$ cat src/design/isort_pkg.sv
// Shared types and constants for the insertion sorter.
package isort_pkg;

    localparam int VALUE_W = 32;

    typedef logic signed [VALUE_W-1:0] value_t;

    // Controller states.
    typedef enum logic {
        ST_FILL,
        ST_EMIT
    } state_t;

    // Per-cycle command broadcast to every cell of the chain.
    typedef struct packed {
        logic insert;
        logic shift_out;
    } cell_ctrl_t;

endpackage

$ cat src/design/isort_cell.sv
// One compare-and-shift cell of the sorting chain.
module isort_cell (
    input  logic                clk,
    input  logic                rst_n,
    input  isort_pkg::cell_ctrl_t ctrl,
    input  isort_pkg::value_t   new_value,
    input  isort_pkg::value_t   left_value,
    input  logic                left_valid,
    input  logic                left_gt,
    input  isort_pkg::value_t   right_value,
    input  logic                right_valid,
    output isort_pkg::value_t   value,
    output logic                valid,
    output logic                gt
);
    import isort_pkg::*;

    value_t value_reg;
    value_t value_next;
    logic   valid_reg;
    logic   valid_next;
    logic   take;

    // Strictly greater entries move up, so equal values keep arrival order.
    assign gt   = valid_reg && (new_value < value_reg);
    assign take = gt || (!valid_reg && left_valid);

    always_comb
    begin
        value_next = value_reg;
        valid_next = valid_reg;
        if (ctrl.shift_out)
        begin
            value_next = right_value;
            valid_next = right_valid;
        end
        else if (ctrl.insert && take)
        begin
            value_next = left_gt ? left_value : new_value;
            valid_next = 1'b1;
        end
    end

    always_ff @(posedge clk)
    begin
        value_reg <= value_next;
    end

    always_ff @(posedge clk or negedge rst_n)
    begin
        if (!rst_n)
        begin
            valid_reg <= 1'b0;
        end
        else
        begin
            valid_reg <= valid_next;
        end
    end

    assign value = value_reg;
    assign valid = valid_reg;

endmodule

$ cat src/design/insertion_sorter_unit.sv
// Top level of the insertion sorter: a chain of sorting cells and its controller.
//
//   Channel  | Handshake              | Signals
//   ---------+------------------------+------------------------------------------
//   input    | start && !busy         | value, end_of_set
//   result   | result_strobe          | sorted_value, final_result, overflowed
//
// One item is inserted per cycle while busy is low: every cell compares in parallel and
// shifts in one step. An item ending the set is followed by one result per stored entry,
// one per cycle, shifted out of the head of the chain; busy stays high until the final
// result is out. Reset empties the chain and clears the drop flag; no clearing pass is needed.
// The receiver cannot stall, so results leave at a fixed rate.
module insertion_sorter_unit #(
    parameter int CAPACITY = 16
) (
    input  logic               clk,
    input  logic               rst_n,
    input  logic               start,
    output logic               busy,
    input  isort_pkg::value_t  value,
    input  logic               end_of_set,
    output logic               result_strobe,
    output isort_pkg::value_t  sorted_value,
    output logic               final_result,
    output logic               overflowed
);
    import isort_pkg::*;

    state_t     state_reg;
    state_t     state_next;
    logic       drop_reg;
    logic       drop_next;
    cell_ctrl_t ctrl;
    logic       accept;
    logic       full;
    logic       last_out;

    value_t cell_value [CAPACITY];
    logic   cell_valid [CAPACITY];
    logic   cell_gt    [CAPACITY];

    genvar gi;
    generate
        for (gi = 0; gi < CAPACITY; gi++)
        begin : g_cell
            value_t lv;
            logic   lval;
            logic   lgt;
            value_t rv;
            logic   rval;

            if (gi == 0)
            begin : g_head
                assign lv   = value;
                assign lval = 1'b1;
                assign lgt  = 1'b0;
            end
            else
            begin : g_mid_left
                assign lv   = cell_value[gi-1];
                assign lval = cell_valid[gi-1];
                assign lgt  = cell_gt[gi-1];
            end

            if (gi == CAPACITY - 1)
            begin : g_tail
                assign rv   = cell_value[gi];
                assign rval = 1'b0;
            end
            else
            begin : g_mid_right
                assign rv   = cell_value[gi+1];
                assign rval = cell_valid[gi+1];
            end

            isort_cell u_cell (
                .clk         (clk),
                .rst_n       (rst_n),
                .ctrl        (ctrl),
                .new_value   (value),
                .left_value  (lv),
                .left_valid  (lval),
                .left_gt     (lgt),
                .right_value (rv),
                .right_valid (rval),
                .value       (cell_value[gi]),
                .valid       (cell_valid[gi]),
                .gt          (cell_gt[gi])
            );
        end
    endgenerate

    assign full     = cell_valid[CAPACITY-1];
    assign last_out = !cell_valid[1];
    assign accept   = start && !busy;

    // Next state.
    always_comb
    begin
        state_next = state_reg;
        case (state_reg)
            ST_FILL:
            begin
                if (accept && end_of_set)
                begin
                    state_next = ST_EMIT;
                end
            end
            ST_EMIT:
            begin
                if (last_out)
                begin
                    state_next = ST_FILL;
                end
            end
            default:
            begin
                state_next = ST_FILL;
            end
        endcase
    end

    // Outputs and cell commands.
    always_comb
    begin
        busy           = 1'b0;
        result_strobe  = 1'b0;
        ctrl.insert    = 1'b0;
        ctrl.shift_out = 1'b0;
        case (state_reg)
            ST_FILL:
            begin
                ctrl.insert = start && !full;
            end
            ST_EMIT:
            begin
                busy           = 1'b1;
                result_strobe  = 1'b1;
                ctrl.shift_out = 1'b1;
            end
            default:
            begin
                busy = 1'b0;
            end
        endcase
    end

    // The drop flag is set by an item that finds the chain full and clears once the set is out.
    always_comb
    begin
        drop_next = drop_reg;
        if (accept && full)
        begin
            drop_next = 1'b1;
        end
        else if (result_strobe && last_out)
        begin
            drop_next = 1'b0;
        end
    end

    always_ff @(posedge clk or negedge rst_n)
    begin
        if (!rst_n)
        begin
            state_reg <= ST_FILL;
            drop_reg  <= 1'b0;
        end
        else
        begin
            state_reg <= state_next;
            drop_reg  <= drop_next;
        end
    end

    assign sorted_value = cell_value[0];
    assign final_result = last_out;
    assign overflowed   = drop_reg;

    // A result always comes from an occupied head cell.
    a_strobe_has_data: assert property (@(posedge clk) disable iff (!rst_n)
        result_strobe |-> cell_valid[0])
        else $error("result shown from an empty head cell");

    // An item ending the set is followed at once by the first result.
    a_end_starts_emit: assert property (@(posedge clk) disable iff (!rst_n)
        (accept && end_of_set) |=> result_strobe)
        else $error("no result after the item ending the set");

    // Results of a set come in an unbroken run.
    a_emit_unbroken: assert property (@(posedge clk) disable iff (!rst_n)
        (result_strobe && !final_result) |=> result_strobe)
        else $error("gap in the run of results");

    // After the final result the chain is empty and the drop flag clear.
    a_final_clears: assert property (@(posedge clk) disable iff (!rst_n)
        (result_strobe && final_result) |=> (!busy && !cell_valid[0] && !overflowed))
        else $error("state not cleared after the final result");

endmodule
$ cat config.mk
export PLATFORM = sky130hd
export DESIGN_NAME = insertion_sorter_unit
export DESIGN_NICKNAME = d
export VERILOG_FILES = /design/src/design/isort_pkg.sv /design/src/design/isort_cell.sv /design/src/design/insertion_sorter_unit.sv
export SDC_FILE = /design/constraint.sdc
export NUM_CORES = 2
export LEC_CHECK = 0
export BUFFER_PORTS_ARGS = -buffer_cell sky130_fd_sc_hd__buf_4
export CORE_MARGIN = 2
export CORE_UTILIZATION = 56
export CTS_CLUSTER_SIZE = 10
export DETAILED_ROUTE_END_ITERATION = 16
export PLACE_DENSITY = 0.72
export SYNTH_ARGS = -nofsm -noshare
export SYNTH_HDL_FRONTEND = slang
export SYNTH_SLANG_ARGS = --single-unit
export TNS_END_PERCENT = 10
$ cat constraint.sdc
create_clock -name clk -period 7.89 [get_ports clk]
set_input_delay 0 -clock clk [delete_from_list [all_inputs] [get_ports clk]]
set_output_delay 0 -clock clk [all_outputs]
set_load 0.01 [all_outputs]
==> reports/results.tsv <==
metric	value	unit
top_layer	met4	
start_util	56.4	%
core-area	0.0669	sq mm
r2r-start	g_cell[6].u_cell.value[9]	
drt_first_pass_iters	6	
routed_wl	111000	microns
ctsResizeCount	0	
grt_setup_unrepaired	false	
fin_crit	4750	ps
grt_pass1_wl	170000	microns
num_rows	95	
ys_seq_area_share	41.9	%
cts_buffer_depth	3	
drive_gt1_share	6.53	%
syn_area_per_cell	10.1	sq um
final_nets	4200	
vias_per_cell	6.64	
ys_warn_count	0	
grt_pass1_vias	28400	
crit_start	g_cell[6].u_cell.value[9]	
hp-start	value[25]	
grtUsageTotal	31.3	%
synth_edf_count	512	
die_h	264	microns
drc	0	
synthCells	3744	
path_max_fanout	33	
postPlaceCellArea	0.0389	sq mm
wl_met3	11900	microns
cts_sinks	530	
numPortBuffers	71	
async_reset_ff_share	3.40	%
dieArea	0.0695	sq mm
via_count	30600	
io_pins	72	
dr.first_iter.drc_count	4114	
wl_per_cell	24.0	microns
detail-route-antenna-nets	0	
worst_setup_path_start_kind	flop	
outcome	completed	
place_congestion	0.898	
hold_violations	0	
drv_slew	0	
dr_wl_met2	46500	microns
setup_violations	0	
path_class	flop to flop	
wl_met1	49400	microns
diodes	0	
die_w	264	microns
cts_root_buf	clkbuf_16	
ys_types	61	
antenna_found_initial	0	
max_slew_margin	9.05	%
postLayoutCoreUtil	61.2	%
hpwl	78300	microns
drv_cap	0	
synthFlopType	edfxtp_1	
cts_max_level	2	
clkTransAtPathRegs	60	ps
p_per_area	488	mW/mm^2
insertion_delay	650	ps
vdd_drop_max	0.303	mV
totalNegativeSetupSlack	0	ps
endpoint_kind	flop	
yosys_register_bits	530	
syn_nets	4245	
p_leak	17.7	nW
crit_arrival	5000	ps
grt_max_degree	201	
syn2layout_area_growth	8.50	%
design_area	0.0409	sq mm
cts_buffers	61	
worstHoldPathType	input pin to flop	
max_freq	210	MHz
finClkSkew	25.0	ps
cts_tree	built	
grt-ovfl-total	0	
max_slew.worst_pin.slew	1360	ps
largest_reg_flops	512	
cp.required	8140	ps
total_power	20.0	mW
synthesis.area	0.0377	sq mm
post-route-period-util	60.2	%
==> cell usage after synthesis, drive strengths merged (3+ instances only) <==
library cell,n,area share [%]
a2111o,3,0.090
a2111oi,36,0.84
a211o,8,0.19
a211oi,147,2.9
a21boi,3,0.060
a21o,158,3.1
a21oi,166,2.2
a221o,38,1.0
a221oi,245,5.7
a22o,64,1.5
a31oi,5,0.083
and3,8,0.13
and4,23,0.53
buf,42,0.56
clkbuf,206,2.0
dfrtp,18,1.2
edfxtp,512,41
ha,465,15
inv,520,5.2
mux2,32,0.95
mux2i,130,3.4
nand2,247,2.5
nand2b,6,0.099
nand3,33,0.44
nand4,47,0.78
nor2,101,1.0
nor2b,37,0.61
nor3,111,1.5
nor3b,13,0.26
nor4,15,0.25
o2111a,4,0.12
o2111ai,7,0.16
o211ai,14,0.28
o21a,16,0.32
o21ai,227,3.0
o21bai,6,0.12
o31ai,4,0.080
or4,3,0.060
==> worst max-delay path, stage by stage (launching register included) <==
cell and delay (ps):
edfxtp_1 410, inv_1 80, ha_1 230, a21o_1 160, a211o_1 310, a2111oi_0 930
a2111oi_1 300, o21a_1 270, nor3_4 110, buf_4 530, a21oi_1 150, o21bai_4 860
==> area by class of cell <==
cell class	count	area (sq um)
Fill cell	5465	26000
Multi-Input combinational cell	2446	19200
Sequential cell	530	15800
Inverter	520	1950
Clock buffer	92	1710
Timing Repair Buffer	140	1170
Tap cell	873	1090
Clock inverter	6	28.8
==> metal layers <==
layer	vias to the layer above	GRT usage [%]
met5	-	0
met4	0	8.90
met3	149	4.49
met2	1610	45.1
met1	14700	48.5
li1	14100	-
==> report_power, final <==
group          switching, mW  internal (mW)  leakage [nW]
combinational           6.59           3.86          11.8
sequential              1.25           5.67          5.09
clock                   1.16           1.46         0.837
==> cells by family (layout without fill, tap and decap cells) <==
logic type               Yosys count  after routing  share of synthesized area [%]
AO/OA/AOI/OAI                   1163           1163                           22.1
XOR/XNOR                           2              2                         0.0464
adder cells (fa/ha/maj)          465            465                           15.4
buffers and inverters            768            758                           7.78
flip-flops                       530            530                           41.9
multiplexers                     162            162                           4.40
AND/OR/NAND/NOR                  654            654                           8.30
==> per-stage QoR <==
step | instances | hold WS, ps | setup WS, ps
5_1_grt | 4607 | 39.8 | 3020
2_1_floorplan | 3744 | -296 | 3150
3_5_place_dp | 4481 | -66.7 | 3060
6_report | 4607 | 32.8 | 3140
4_1_cts | 4607 | 0.979 | 3060
3_3_place_gp | 4481 | -68.4 | 3150
==> final timing paths <==
kind                            slack, ps                    endpoint  depth (start not counted)
worst max register to register       3140   g_cell[6].u_cell.value[3]                         11
worst min-delay path                   30  g_cell[4].u_cell.value[25]                          3
min in group asynchronous             440      g_cell[3].u_cell.valid                          4
worst min register to register        550  g_cell[5].u_cell.value[12]                          1
max in group asynchronous            7260                   state_reg                          4
worst max-delay path                 3140   g_cell[6].u_cell.value[3]                         11
==> layout by cell type (no fill, tap or decap), types with 47 or more instances in the layout <==
master     count
inv_1        520
clkbuf_16     63
nor3_1       108
o21ai_0      215
edfxtp_1     512
buf_4        109
nand4_1       47
nand2_1      247
nor2_1       100
ha_1         465
a221oi_1     244
a211oi_1     147
a22o_1        64
mux2i_1      129
a21o_1       158
a21oi_1      163
==> repair_timing <==
action / in CTS / in global routing
hold buffers: 28 / 0
hold endpoints to repair: 78 / 0
setup buffers: 0 / 0
No activity file was read; power rests on OpenSTA's default activity.
